$ cat src/rtl/uled_pkg.sv
`timescale 1ns / 1ps
// Package for the line editor with echo: key codes, command and status structs,
// controller states. Used by all modules of the block; has no dependencies.
package uled_pkg;

   localparam int ULED_LINE_CAPACITY = 64;

   localparam logic [7:0] KEY_CR     = 8'd13;
   localparam logic [7:0] KEY_LF     = 8'd10;
   localparam logic [7:0] KEY_BS     = 8'd8;
   localparam logic [7:0] KEY_DEL    = 8'd127;
   localparam logic [7:0] KEY_SPACE  = 8'd32;
   localparam logic [7:0] PRINT_LOW  = 8'd32;
   localparam logic [7:0] PRINT_HIGH = 8'd126;

   typedef enum logic [1:0] {
      ST_IDLE,
      ST_ECHO,
      ST_READ_ADDR,
      ST_READ_DATA
   } uled_state_type;

   typedef enum logic [1:0] {
      ECHO_CHAR,
      ECHO_NEWLINE,
      ECHO_ERASE
   } uled_echo_type;

   typedef enum logic [2:0] {
      LINE_NONE,
      LINE_APPEND,
      LINE_ERASE,
      LINE_DISCARD,
      LINE_CLOSE,
      LINE_CLEAR
   } uled_line_op_type;

   typedef enum logic [2:0] {
      OUT_RX,
      OUT_CR,
      OUT_LF,
      OUT_BS,
      OUT_SP,
      OUT_MEM
   } uled_out_sel_type;

   typedef struct packed {
      logic             capture;
      uled_line_op_type line_op;
      logic             rd_start;
      logic             rd_en;
      logic             rd_advance;
      logic             load_out;
      uled_out_sel_type out_sel;
      logic             out_last;
   } uled_cmd_type;

   typedef struct packed {
      logic is_take;
      logic is_enter;
      logic is_erase;
      logic is_print;
      logic line_empty;
      logic line_full;
      logic line_pending;
      logic out_free;
      logic rd_last;
   } uled_status_type;

endpackage

$ cat src/rtl/uart_line_editor_echo.sv
`timescale 1ns / 1ps
// Top level of the terminal line editor with echo: ties the controller to the
// datapath. Depends on uled_pkg, uled_control and uled_datapath.
//
// Requests carry either a received byte (req_tuser = 0) or a take command
// (req_tuser = 1). One request is handled at a time. An accepted byte request
// is followed by its echo bytes (1 for a character, 2 for CR LF, 3 for an
// erase), each loaded when the result register is free; an ignored byte gets
// no echo. A take request reads the line out through the single registered
// read port of the line store, an address state and a data state per line
// character. Results leave through a one-entry output register. The line
// store needs no clearing after reset; the block accepts requests at once.
module uart_line_editor_echo
   import uled_pkg::*;
#(
   parameter int LINE_CAPACITY = ULED_LINE_CAPACITY
) (
   input  logic       clock,
   input  logic       reset,
   input  logic       req_tvalid,
   output logic       req_tready,
   input  logic [7:0] req_tdata,   // [7:0] rx_byte
   input  logic [0:0] req_tuser,   // [0] command
   output logic       rsp_tvalid,
   input  logic       rsp_tready,
   output logic [7:0] rsp_tdata,   // [7:0] out_byte
   output logic [0:0] rsp_tuser,   // [0] out_kind
   output logic       rsp_tlast
);

   uled_cmd_type    cmd;
   uled_status_type status;

   uled_control u_control (
      .clock      (clock),
      .reset      (reset),
      .req_tvalid (req_tvalid),
      .req_tready (req_tready),
      .status     (status),
      .cmd        (cmd)
   );

   uled_datapath #(
      .LINE_CAPACITY (LINE_CAPACITY)
   ) u_datapath (
      .clock      (clock),
      .reset      (reset),
      .req_tdata  (req_tdata),
      .req_tuser  (req_tuser),
      .rsp_tvalid (rsp_tvalid),
      .rsp_tready (rsp_tready),
      .rsp_tdata  (rsp_tdata),
      .rsp_tuser  (rsp_tuser),
      .rsp_tlast  (rsp_tlast),
      .cmd        (cmd),
      .status     (status)
   );

endmodule

$ cat src/rtl/uled_datapath.sv
`timescale 1ns / 1ps
// Datapath of the line editor: line store memory, length and pending flags,
// read-out index and the result register. Depends on uled_pkg.
module uled_datapath
   import uled_pkg::*;
#(
   parameter int LINE_CAPACITY = ULED_LINE_CAPACITY
) (
   input  logic            clock,
   input  logic            reset,
   input  logic [7:0]      req_tdata,
   input  logic [0:0]      req_tuser,
   output logic            rsp_tvalid,
   input  logic            rsp_tready,
   output logic [7:0]      rsp_tdata,
   output logic [0:0]      rsp_tuser,
   output logic            rsp_tlast,
   input  uled_cmd_type    cmd,
   output uled_status_type status
);

   localparam int LEN_W = $clog2(LINE_CAPACITY);

   logic [6:0]       line_mem [LINE_CAPACITY];
   logic [6:0]       rd_data_ff;
   logic [LEN_W-1:0] line_length_ff, line_length_in;
   logic             line_pending_ff, line_pending_in;
   logic [LEN_W-1:0] rd_idx_ff, rd_idx_in;
   logic [LEN_W-1:0] rd_idx_next;
   logic [7:0]       byte_ff;
   logic             out_valid_ff, out_valid_in;
   logic [7:0]       out_byte_ff;
   logic             out_kind_ff;
   logic             out_last_ff;
   logic [7:0]       out_byte_sel;

   // Decode the incoming request and report line and result state
   always_comb begin
      status.is_take      = req_tuser[0];
      status.is_enter     = (req_tdata == KEY_CR) || (req_tdata == KEY_LF);
      status.is_erase     = (req_tdata == KEY_BS) || (req_tdata == KEY_DEL);
      status.is_print     = (req_tdata >= PRINT_LOW) && (req_tdata <= PRINT_HIGH);
      status.line_empty   = (line_length_ff == '0);
      status.line_full    = (line_length_ff == LEN_W'(LINE_CAPACITY - 1));
      status.line_pending = line_pending_ff;
      status.out_free     = !out_valid_ff || rsp_tready;
      status.rd_last      = (rd_idx_next == line_length_ff);
   end

   assign rd_idx_next = rd_idx_ff + 1'b1;

   always_comb begin
      line_length_in  = line_length_ff;
      line_pending_in = line_pending_ff;
      unique case (cmd.line_op)
         LINE_NONE:    ;
         LINE_APPEND:  line_length_in = line_length_ff + 1'b1;
         LINE_ERASE:   line_length_in = line_length_ff - 1'b1;
         LINE_DISCARD: line_length_in = '0;
         LINE_CLOSE:   line_pending_in = 1'b1;
         LINE_CLEAR: begin
            line_length_in  = '0;
            line_pending_in = 1'b0;
         end
         default:      ;
      endcase
   end

   always_comb begin
      rd_idx_in = rd_idx_ff;
      if (cmd.rd_start) begin
         rd_idx_in = '0;
      end else if (cmd.rd_advance) begin
         rd_idx_in = rd_idx_next;
      end
   end

   always_comb begin
      unique case (cmd.out_sel)
         OUT_RX:  out_byte_sel = byte_ff;
         OUT_CR:  out_byte_sel = KEY_CR;
         OUT_LF:  out_byte_sel = KEY_LF;
         OUT_BS:  out_byte_sel = KEY_BS;
         OUT_SP:  out_byte_sel = KEY_SPACE;
         OUT_MEM: out_byte_sel = {1'b0, rd_data_ff};
         default: out_byte_sel = byte_ff;
      endcase
   end

   always_comb begin
      out_valid_in = out_valid_ff;
      if (cmd.load_out) begin
         out_valid_in = 1'b1;
      end else if (rsp_tready) begin
         out_valid_in = 1'b0;
      end
   end

   always_ff @(posedge clock) begin
      if (cmd.line_op == LINE_APPEND) begin
         line_mem[line_length_ff] <= req_tdata[6:0];
      end
      if (cmd.rd_en) begin
         rd_data_ff <= line_mem[rd_idx_ff];
      end
   end

   always_ff @(posedge clock) begin
      if (reset) begin
         line_length_ff  <= '0;
         line_pending_ff <= 1'b0;
         out_valid_ff    <= 1'b0;
      end else begin
         line_length_ff  <= line_length_in;
         line_pending_ff <= line_pending_in;
         out_valid_ff    <= out_valid_in;
      end
   end

   always_ff @(posedge clock) begin
      rd_idx_ff <= rd_idx_in;
      if (cmd.capture) begin
         byte_ff <= req_tdata;
      end
      if (cmd.load_out) begin
         out_byte_ff <= out_byte_sel;
         out_kind_ff <= (cmd.out_sel == OUT_MEM);
         out_last_ff <= cmd.out_last;
      end
   end

   assign rsp_tvalid   = out_valid_ff;
   assign rsp_tdata    = out_byte_ff;
   assign rsp_tuser[0] = out_kind_ff;
   assign rsp_tlast    = out_last_ff;

   a_pending_nonempty: assert property (@(posedge clock) disable iff (reset)
      line_pending_ff |-> (line_length_ff != '0))
      else $error("pending line with zero length");

   a_length_bound: assert property (@(posedge clock) disable iff (reset)
      32'(line_length_ff) <= LINE_CAPACITY - 1)
      else $error("line length beyond capacity");

   a_readout_pending: assert property (@(posedge clock) disable iff (reset)
      (cmd.load_out && (cmd.out_sel == OUT_MEM)) |-> line_pending_ff)
      else $error("line character sent without a pending line");

   a_load_when_free: assert property (@(posedge clock) disable iff (reset)
      cmd.load_out |-> (!out_valid_ff || rsp_tready))
      else $error("result register overwritten while full");

endmodule

$ cat src/rtl/uled_control.sv
`timescale 1ns / 1ps
// Controller of the line editor: decides the action for each request and
// sequences echo bytes and line read-out. Depends on uled_pkg.
module uled_control
   import uled_pkg::*;
(
   input  logic            clock,
   input  logic            reset,
   input  logic            req_tvalid,
   output logic            req_tready,
   input  uled_status_type status,
   output uled_cmd_type    cmd
);

   uled_state_type state_ff, state_in;
   uled_echo_type  echo_ff, echo_in;
   logic [1:0]     step_ff, step_in;
   logic           accept;
   logic           echo_done;

   assign accept = req_tvalid && (state_ff == ST_IDLE);

   always_comb begin
      unique case (echo_ff)
         ECHO_CHAR:    echo_done = 1'b1;
         ECHO_NEWLINE: echo_done = (step_ff == 2'd1);
         ECHO_ERASE:   echo_done = (step_ff == 2'd2);
         default:      echo_done = 1'b1;
      endcase
   end

   // Next state
   always_comb begin
      state_in = state_ff;
      echo_in  = echo_ff;
      step_in  = step_ff;
      unique case (state_ff)
         ST_IDLE: begin
            step_in = '0;
            if (accept) begin
               priority if (status.is_take) begin
                  if (status.line_pending) begin
                     state_in = ST_READ_ADDR;
                  end
               end else if (status.line_pending) begin
                  state_in = ST_IDLE;
               end else if (status.is_enter && !status.line_empty) begin
                  state_in = ST_ECHO;
                  echo_in  = ECHO_NEWLINE;
               end else if (status.is_erase && !status.line_empty) begin
                  state_in = ST_ECHO;
                  echo_in  = ECHO_ERASE;
               end else if (status.is_print && !status.line_full) begin
                  state_in = ST_ECHO;
                  echo_in  = ECHO_CHAR;
               end else begin
                  state_in = ST_IDLE;
               end
            end
         end
         ST_ECHO: begin
            if (status.out_free) begin
               if (echo_done) begin
                  state_in = ST_IDLE;
               end else begin
                  step_in = step_ff + 1'b1;
               end
            end
         end
         ST_READ_ADDR: state_in = ST_READ_DATA;
         ST_READ_DATA: begin
            if (status.out_free) begin
               state_in = status.rd_last ? ST_IDLE : ST_READ_ADDR;
            end
         end
         default: state_in = ST_IDLE;
      endcase
   end

   // Outputs
   always_comb begin
      cmd            = '0;
      cmd.line_op    = LINE_NONE;
      cmd.out_sel    = OUT_RX;
      req_tready     = (state_ff == ST_IDLE);
      unique case (state_ff)
         ST_IDLE: begin
            cmd.capture = accept;
            if (accept) begin
               priority if (status.is_take) begin
                  cmd.rd_start = status.line_pending;
               end else if (status.line_pending) begin
                  cmd.line_op = LINE_NONE;
               end else if (status.is_enter && !status.line_empty) begin
                  cmd.line_op = LINE_CLOSE;
               end else if (status.is_erase && !status.line_empty) begin
                  cmd.line_op = LINE_ERASE;
               end else if (status.is_print) begin
                  // Drop the whole line when the store is full
                  cmd.line_op = status.line_full ? LINE_DISCARD : LINE_APPEND;
               end else begin
                  cmd.line_op = LINE_NONE;
               end
            end
         end
         ST_ECHO: begin
            cmd.load_out = status.out_free;
            cmd.out_last = echo_done;
            unique case (echo_ff)
               ECHO_CHAR:    cmd.out_sel = OUT_RX;
               ECHO_NEWLINE: cmd.out_sel = (step_ff == 2'd0) ? OUT_CR : OUT_LF;
               ECHO_ERASE:   cmd.out_sel = (step_ff == 2'd1) ? OUT_SP : OUT_BS;
               default:      cmd.out_sel = OUT_RX;
            endcase
         end
         ST_READ_ADDR: cmd.rd_en = 1'b1;
         ST_READ_DATA: begin
            cmd.out_sel    = OUT_MEM;
            cmd.out_last   = status.rd_last;
            cmd.load_out   = status.out_free;
            cmd.rd_advance = status.out_free && !status.rd_last;
            cmd.line_op    = (status.out_free && status.rd_last) ? LINE_CLEAR : LINE_NONE;
         end
         default: ;
      endcase
   end

   always_ff @(posedge clock) begin
      if (reset) begin
         state_ff <= ST_IDLE;
         echo_ff  <= ECHO_CHAR;
         step_ff  <= '0;
      end else begin
         state_ff <= state_in;
         echo_ff  <= echo_in;
         step_ff  <= step_in;
      end
   end

   a_step_bound: assert property (@(posedge clock) disable iff (reset)
      (state_ff == ST_ECHO) |-> (step_ff != 2'd3))
      else $error("echo step out of range");

   a_readout_follows_addr: assert property (@(posedge clock) disable iff (reset)
      (state_ff == ST_READ_DATA) |-> ($past(state_ff) == ST_READ_ADDR
                                      || $past(state_ff) == ST_READ_DATA))
      else $error("read data state entered without an address cycle");

   a_take_starts_readout: assert property (@(posedge clock) disable iff (reset)
      (accept && status.is_take && status.line_pending) |=> (state_ff == ST_READ_ADDR))
      else $error("take request did not start line read-out");

endmodule
$ cat config.mk
export PLATFORM = sky130hd
export DESIGN_NAME = uart_line_editor_echo
export DESIGN_NICKNAME = d
export VERILOG_FILES = /design/src/rtl/uled_pkg.sv /design/src/rtl/uart_line_editor_echo.sv /design/src/rtl/uled_datapath.sv /design/src/rtl/uled_control.sv
export SDC_FILE = /design/constraint.sdc
export NUM_CORES = 1
export LEC_CHECK = 0
export ABC_AREA = 1
export BUFFER_PORTS_ARGS = -buffer_cell sky130_fd_sc_hd__buf_4
export CORE_MARGIN = 2
export CORE_UTILIZATION = 30
export DETAILED_ROUTE_END_ITERATION = 8
export PLACE_DENSITY = 0.53
export SLEW_MARGIN = 20
export SYNTH_ARGS = -nofsm -noshare
export SYNTH_HDL_FRONTEND = slang
export SYNTH_SLANG_ARGS = --single-unit
$ cat constraint.sdc
create_clock -name clock -period 2.5 [get_ports clock]
set_input_delay 0 -clock clock [delete_from_list [all_inputs] [get_ports clock]]
set_output_delay 0 -clock clock [all_outputs]
set_load 0.02 [all_outputs]
==> impl_results.md, run 1 <==
* Share of the synthesized area in the top cell type at 0.696
* Worst slew slack as a fraction of its limit at 0.465
* Height of the die at between 200 and 300 um
* Clock buffers created by TritonCTS at between 50 and 60
* Syn. warnings at 0
* Data arrival at the endpoint of the critical path at 3.22 ns
* Share of the clock period used by the worst path after layout at 1.09
* Horizontal die dimension at around 260 um
* Critical path, cell by cell: ha_4 > xnor2_2 > nand2_1 > nor2_1 > nand2_1 > nor2_4 > nand4_4 > nand4_1 > inv_2 > ha_4 > a21oi_4 > nand2_2 > nand2_2 > nand2_2 > a21oi_2 > or2_4 > nand2_4 > nand3_1 > nand3_1 > nand2_1 > inv_1
* Area enclosed by the die boundary at 70,200 sq um
* Clock tree root buffer cell: sky130_fd_sc_hd__clkbuf_16
* Via count of the first global-routing pass at between 10,000 and 15,000
* Most instantiated library cell after synthesis: sky130_fd_sc_hd__edfxtp_1
* Type of origin of the critical path: flop
* Count of buffering cells on the critical path with inverters included at 2
* Distinct cells, synth at 37
* Nature of the critical path endpoint: flop
* Unrepaired setup endpoints after global routing: true
* Clk Latency, worst-skew pair at ~0.59 ns
* Met3 routing resource usage after global routing at 0.0216
* Placed wire-length estimate at 35,000 um
* HP Class: primary input to flop
* Post-layout nets at 1,819
* Violation count after the first detailed-routing iteration at approximately 1,400
* Clock sinks at just under 500
* Share of the yosys chip area belonging to registers at 0.715
* CP delay by family, top: simple AND/OR/NAND/NOR gates
* Share of flip-flops with an asynchronous set or reset after synthesis at 0
* Final cell count without fillers at approximately 2,700
* CORE AREA at ~67,000 sq um
* Final setup viols at around 220
* Post-Syn Instances at ~1,600
* Number of buffers between clock root and the deepest sink at 3
* Clock-pin transition on the worst setup and hold timing paths at 0.06 ns
* Avg Synthesized Cell Area at ~13 sq um
* Global route total overflow at 0
* Sum of routed wire length over all layers at about 56,000 um
* Final count of pins violating max slew at 0
* Post-layout min period at approximately 2.7 ns
* Htree depth at 2
* All-layer global routing usage at 0.156
* Top cells by instance count after synthesis: 473 x sky130_fd_sc_hd__edfxtp_1, 260 x sky130_fd_sc_hd__nor2_1, 181 x sky130_fd_sc_hd__o21ai_0, 90 x sky130_fd_sc_hd__nand2_1, 79 x sky130_fd_sc_hd__nand3_1
* Required time reported for the critical path endpoint at 2.99 ns
* Number of placed I/O pins at 25
* Post-route worst setup slack at -0.223 ns
* FMAX at about 0.37 GHz
* Routed wire per std cell at around 20 um
* Worst slew pin tran at 0.802 ns
* Placement Rows at 95
* Routability Congestion at between 0.8 and 0.9
* Via-to-Cell Ratio at between 5 and 6
* Leakage power summed over all cells at 8.80 nW
* MaxCap Viol Count at 0
* Initial Util at 0.304
* Count of port buffers added during placement at 24
* Number of cells in the design after placement at approximately 2,600
* Detailed-route via count at roughly 14,000
* WHS at 0.0628 ns
* EDFF count, synth at 473
* Status: finished with violations
* Skew final at 0.0176 ns
* Post-synthesis to final-layout area growth at 25.8%
* DRC errors left at 0
* Failing checks: negative setup slack
* Synthesized cell area at 20,400 sq um
* Most used flip-flop cell after synthesis: sky130_fd_sc_hd__edfxtp_1
* Met1 usage in global routing at 0.223
* PD cells at 1010 nW/um^2
* Final-report hold violation count at 0
* Clock tree from TritonCTS: done
* Iteration count of the initial detailed-routing pass at 5
* Max rail drop VDD at approximately 490 uV
* Critical-path maximum fanout at 4
* Delay of the slowest cell on the worst path at between 0.3 and 0.4 ns
* Crit Path Class: flop to flop
* Register bit total from synthesis at 493
* Global-route wire length before repair at ~84,000 um
* Antenna violations before repair at 0
* Cell accounting for the most synthesized area: sky130_fd_sc_hd__edfxtp_1
* GRT Max-Usage Layer: met2
* Slowest library cell on the worst path: sky130_fd_sc_hd__dfxtp_4
* Antenna fix cells at 0
* Met2 capacity usage during global routing at 0.251
* Antenna viol nets, final at 0
* Fraction of layout instances using a drive strength above 1 at 0.229
* Filler cell count in the final layout at between 6,000 and 7,000
* Largest net degree at the start of global routing at between 90 and 100
* Cell types with the largest area share after synthesis: sky130_fd_sc_hd__edfxtp_1 70%, sky130_fd_sc_hd__nor2_1 4.8%, sky130_fd_sc_hd__o21ai_0 4.4%, sky130_fd_sc_hd__mux2i_1 2.7%, sky130_fd_sc_hd__o221ai_1 2.4%
-- tightest hold or removal path, cell delays in order --
cell	delay, ns
sky130_fd_sc_hd__buf_4	0.11
sky130_fd_sc_hd__nor2_1	0.14
sky130_fd_sc_hd__buf_4	0.14
sky130_fd_sc_hd__nor2_2	0.09
sky130_fd_sc_hd__a21oi_1	0.14
-- logic make-up (layout without fill, tap and decap cells) --
| group | after synthesis | count (layout) | synth area share |
|---|---|---|---|
| adder cells (fa/ha/maj) | 15 | 15 | 0.00956 |
| flip-flops | 493 | 493 | 0.715 |
| multiplexers | 56 | 56 | 0.0275 |
| AO/OA/AOI/OAI | 386 | 386 | 0.117 |
| AND/OR/NAND/NOR | 459 | 459 | 0.0975 |
| XOR/XNOR | 4 | 4 | 0.00172 |
| other | 1 | 7 | 0.000184 |
| buffers and inverters | 161 | 413 | 0.0317 |
-- power breakdown --
group	total (mW)	internal [mW]	switching (mW)
Sequential	9.55	9.38	0.178
Clock	7.52	4.39	3.13
Combinational	8.83	3.17	5.66
-- layer usage --
metal,wire (um),vias to the layer above
met5,64,-
met4,1060,2
met3,2990,73
met2,26100,409
met1,25500,6814
li1,-,6363
-- area by class of cell --
| type | count | area [sq um] | area share |
|---|---|---|---|
| Sequential cell | 493 | 14600 | 0.569 |
| Multi-Input combinational cell | 927 | 5690 | 0.221 |
| Timing Repair Buffer | 253 | 2390 | 0.0930 |
| Clock buffer | 67 | 1380 | 0.0536 |
| Tap cell | 873 | 1090 | 0.0425 |
| Clock inverter | 28 | 273 | 0.0106 |
| Inverter | 65 | 251 | 0.00979 |
-- registers in the layout, indices dropped and copies added, names as in the netlist --
name	flops
u_datapath.rsp_tlast	1
u_datapath.line_length_ff	6
u_datapath.rsp_tuser	1
u_datapath.byte_ff	8
u_datapath.line_pending_ff	1
u_control.step_ff	2
u_control.echo_ff	2
u_datapath.line_mem	448
u_datapath.rsp_tdata	8
u_datapath.rd_idx_ff	6
u_control.state_ff	2
u_datapath.rsp_tvalid	1
u_datapath.rd_data_ff	7
-- stage by stage --
step           total power [mW]  instance area (sq um)  worst slack (ns)  utilization  setup TNS, ns
2_1_floorplan              14.7                  20500            -0.119            -         -0.119
3_3_place_gp               17.9                  23000            -0.236        0.341          -1.28
3_5_place_dp               17.9                  23000            -0.235        0.341         -14.36
4_1_cts                    25.7                  25000            -0.167        0.371          -8.09
5_1_grt                    27.2                  25700            -0.459        0.382         -51.64
6_report                   25.9                  25700            -0.223        0.382         -13.66
-- layout by cell type, fill, tap and decap left out, types with 5 or more instances in the layout --
cell / count
sky130_fd_sc_hd__o22ai_1: 58
sky130_fd_sc_hd__nand2_2: 12
sky130_fd_sc_hd__nand2_1: 74
sky130_fd_sc_hd__nor2_2: 6
sky130_fd_sc_hd__conb_1: 7
sky130_fd_sc_hd__nand4_1: 10
sky130_fd_sc_hd__buf_4: 160
sky130_fd_sc_hd__buf_8: 8
sky130_fd_sc_hd__a21oi_1: 19
sky130_fd_sc_hd__buf_6: 55
sky130_fd_sc_hd__o211ai_1: 56
sky130_fd_sc_hd__bufinv_16: 5
sky130_fd_sc_hd__o21ai_0: 180
sky130_fd_sc_hd__clkbuf_16: 53
sky130_fd_sc_hd__inv_1: 47
sky130_fd_sc_hd__edfxtp_1: 473
sky130_fd_sc_hd__nor2_4: 36
sky130_fd_sc_hd__clkinv_2: 8
sky130_fd_sc_hd__nand3_4: 5
sky130_fd_sc_hd__nor2_1: 224
sky130_fd_sc_hd__inv_2: 15
sky130_fd_sc_hd__ha_1: 10
sky130_fd_sc_hd__mux2i_1: 56
sky130_fd_sc_hd__clkinv_1: 12
sky130_fd_sc_hd__dfxtp_1: 13
sky130_fd_sc_hd__dlygate4sd3_1: 18
sky130_fd_sc_hd__buf_12: 8
sky130_fd_sc_hd__nand3_1: 70
sky130_fd_sc_hd__o221ai_1: 57
sky130_fd_sc_hd__clkbuf_1: 13
sky130_fd_sc_hd__nand3_2: 9
-- path summary, 6_finish.rpt --
kind	depth (start not counted)	to	slack, ns	start
max	21	u_datapath.line_length_ff[5]	-0.22	u_datapath.rd_idx_ff[0]
min	5	u_datapath.rd_idx_ff[2]	0.06	rsp_tready
max reg2reg	21	u_datapath.line_length_ff[5]	-0.22	u_datapath.rd_idx_ff[0]
min reg2reg	2	u_datapath.rsp_tdata[0]	0.55	u_datapath.rd_data_ff[0]
-- repair_timing --
item                                    CTS  global route
endpoints found under the setup margin  422           454
setup buffers                             0            11
gates cloned                              1             1
hold buffers                             18             0
pin swaps                                25            27
endpoints found under the hold margin    53             0
gates resized for setup                  40           163
Note: power is estimated with default switching activity, not from simulation.
==> run 2: changes to the inputs <==
- CORE_ASPECT_RATIO: not set -> 0.6
- SYNTH_HIERARCHICAL: not set -> 1
==> impl_results.md, run 2 <==
* Global-route wire length before repair at 87,900 um
* Area of all placed cells without fillers at about 26,000 sq um
* Horizontal die dimension at 345 um
* Failing checks: negative setup slack
* Via-to-Cell Ratio at roughly 4.9
* Distinct cells, synth at 43
* Antenna fix cells at 0
* Clock tree from TritonCTS: done
* Global route total overflow at 0
* Most common cell after layout, fill and taps aside: sky130_fd_sc_hd__nand2_1
* Clock sinks at ~490
* Seq pwr share at 0.367
* Avg Synthesized Cell Area at 11.1 sq um
* MaxCap Viol Count at 0
* Leakage power summed over all cells at 9.41 nW
* Antenna violations before repair at 2
* Detailed-route via count at approximately 15,000
* Flip-flop count of the largest register after layout at about 450
* Largest net degree at the start of global routing at between 100 and 150
* Final-report hold violation count at 0
* Worst slew slack as a fraction of its limit at 0.322
* Worst slew pin tran at about 1.0 ns
* Required time reported for the critical path endpoint at ~2.8 ns
* Number of buffers between clock root and the deepest sink at 3
* Status: finished with violations
* Most instantiated library cell after synthesis: sky130_fd_sc_hd__nand2_1
* Number of placed I/O pins at 25
* Biggest register: u_datapath/line_mem
* Gate power share at 0.365
* Critical-path maximum fanout at 7
* Mapped Nets at 1,924
* Type of origin of the critical path: flop
* Initial Util at 0.302
* Clock tree root buffer cell: sky130_fd_sc_hd__clkbuf_16
* Clk Latency, worst-skew pair at 0.60 ns
* Final setup viols at ~460
* Top cells by instance count after synthesis: 632 x sky130_fd_sc_hd__nand2_1, 473 x sky130_fd_sc_hd__edfxtp_1, 377 x sky130_fd_sc_hd__nand3_1, 95 x sky130_fd_sc_hd__nor2_1, 64 x sky130_fd_sc_hd__buf_2
* CORE AREA at ~70,000 sq um
* HP Class: primary input to flop
* Post-layout nets at 2,099
* Sw Pwr at just under 10 mW
* Htree depth at 2
* Most used flip-flop cell after synthesis: sky130_fd_sc_hd__edfxtp_1
* Count of port buffers added during placement at 24
* Nature of the critical path endpoint: flop
* Iteration count of the initial detailed-routing pass at 8
* Clock-pin transition on the worst setup and hold timing paths at roughly 0.08 ns
* Share of the synthesized area in the top cell type at 0.677
* Post-layout min period at approximately 2.9 ns
* Share of the clock period used by the worst path after layout at 1.15
* Unrepaired setup endpoints after global routing: true
* Cell types with the largest area share after synthesis: sky130_fd_sc_hd__edfxtp_1 68%, sky130_fd_sc_hd__nand2_1 11%, sky130_fd_sc_hd__nand3_1 9.0%, sky130_fd_sc_hd__dfxtp_1 1.9%, sky130_fd_sc_hd__nor2_1 1.7%
* Routability Congestion at slightly above 0.9
* Fraction of layout instances using a drive strength above 1 at 0.200
* Antenna viol nets, final at 0
* Cell internal pwr at approximately 16 mW
* DRC errors left at 0
* Register bit total from synthesis at between 400 and 500
* Syn. warnings at 6
* Placement Rows at 75
* Final count of pins violating max slew at 0
* Share of the yosys chip area belonging to registers at 0.696
* FMAX at between 0.3 and 0.4 GHz
* Proportion of power drawn by the clock network at 0.268
* Share of flip-flops with an asynchronous set or reset after synthesis at 0
* Skew final at ~0.050 ns
* Placement Setup Slack at -0.491 ns
* Switching share of power at 0.372
* Data arrival at the endpoint of the critical path at ~3.2 ns
* Sum of routed wire length over all layers at 60,500 um
* PD cells at 998 nW/um^2
* Post-Syn Instances at 1,898
* Cell accounting for the most synthesized area: sky130_fd_sc_hd__edfxtp_1
* EDFF count, synth at roughly 470
* Crit Path Class: flop to flop
* Post-route worst setup slack at -0.376 ns
* Via count of the first global-routing pass at 14,000
* Placed standard-cell area at approximately 23,000 sq um
* Highest-count cells in the layout ignoring fill and taps: 619 x sky130_fd_sc_hd__nand2_1, 473 x sky130_fd_sc_hd__edfxtp_1, 371 x sky130_fd_sc_hd__nand3_1
* Post-synthesis to final-layout area growth at 23.8%
* Placed wire-length estimate at 36,500 um
* Synthesized cell area at 21,000 sq um
* Area enclosed by the die boundary at ~72,000 sq um
* Routed wire per std cell at between 15 and 20 um
* Max rail drop VDD at 867 uV
* All-layer global routing usage at 0.159
* Violation count after the first detailed-routing iteration at approximately 1,800
* Height of the die at 209 um
* Clock buffers created by TritonCTS at 44
## run 2: cell count changes after synthesis, sizes merged, moves of 7 or more
cell	delta
a21oi	+10
buf	+62
clkbuf	-50
mux2i	-56
nand2	+548
nand3	+296
nor2	-165
nor3	+7
o211ai	-40
o21ai	-167
o221ai	-57
o22ai	-57
## run 2: stage by stage
stage / instances / utilization / TNS (ns) / hold WS [ns] / total power, mW
floorplan: 1898 / - / -129.30 / 0.0624 / 15.3
global placement: 2916 / 0.334 / -155.28 / 0.300 / 18.0
detailed placement: 2916 / 0.334 / -193.53 / 0.300 / 18.1
CTS: 3017 / 0.365 / -96.22 / 0.105 / 25.2
global route: 3032 / 0.374 / -202.67 / 0.119 / 27.2
finish: 3032 / 0.374 / -139.09 / 0.133 / 25.9
## run 2: final timing paths
| kind | startpoint | to | slack, ns | depth (start not counted) |
|---|---|---|---|---|
| max reg2reg | u_datapath/rd_idx_ff[1] | u_datapath/line_mem[63][4] | -0.38 | 14 |
| min | req_tdata[3] | u_datapath/line_mem[23][3] | 0.13 | 3 |
| max | u_datapath/rd_idx_ff[1] | u_datapath/line_mem[63][4] | -0.38 | 14 |
| min reg2reg | u_control/echo_ff[0] | u_control/echo_ff[0] | 0.49 | 2 |
## run 2: layout make-up
type	count	area [sq um]
tap	924	1160
sequential	493	14600
clock buffer	53	1160
clock inverter	28	270
fill	6739	43600
multi-input combinational	1238	6230
inverter	60	245
timing repair buffer	236	2310
## run 2: repair_timing
item | 4_1_cts | 5_1_grt
endpoints found under the hold margin | 33 | 0
setup buffers | 12 | 10
setup endpoints to repair | 461 | 473
pin swaps | 29 | 37
cloned | 1 | 6
hold buffers | 8 | 0
resized for setup | 140 | 99
## run 2: critical path, cell delays in order (launching register included)
cell and delay [ns]:
sky130_fd_sc_hd__dfxtp_4 0.38, sky130_fd_sc_hd__buf_6 0.11, sky130_fd_sc_hd__nand3_4 0.10, sky130_fd_sc_hd__nor3_4 0.15, sky130_fd_sc_hd__xor2_2 0.19, sky130_fd_sc_hd__xor2_1 0.10
sky130_fd_sc_hd__nor3_2 0.24, sky130_fd_sc_hd__nand4_1 0.16, sky130_fd_sc_hd__o21ai_2 0.12, sky130_fd_sc_hd__nand2_2 0.14, sky130_fd_sc_hd__nor2_4 0.18, sky130_fd_sc_hd__nand4_1 0.21
sky130_fd_sc_hd__buf_6 0.21, sky130_fd_sc_hd__nor2_4 0.12, sky130_fd_sc_hd__buf_6 0.14
## run 2: logic make-up (layout without fill, tap and decap cells)
group,Yosys count,in the layout,synth area share
adders and majority gates,13,13,0.00775
and+or+nand+nor,1142,1143,0.232
xor gates and xnor gates,8,8,0.00334
buffers and inverters,168,377,0.0398
AOI/OAI and AO/OA,74,74,0.0212
DFF,493,493,0.696
## run 2: power groups by stage
stage,clock (mW),combinational [mW],sequential [mW]
floorplan,0,5.62,9.71
global placement,0,8.36,9.67
detailed placement,0,8.40,9.67
CTS,7.07,8.66,9.51
global route,7.44,10.3,9.53
finish,6.95,9.47,9.51
## run 2: layer usage
| layer | wire (um) | share of wire | track usage |
|---|---|---|---|
| met1 | 30200 | 0.50 | 0.254 |
| met2 | 24000 | 0.40 | 0.218 |
| met3 | 5540 | 0.092 | 0.0369 |
| met4 | 749 | 0.012 | 0.0257 |
| met5 | 0 | 0 | 0 |
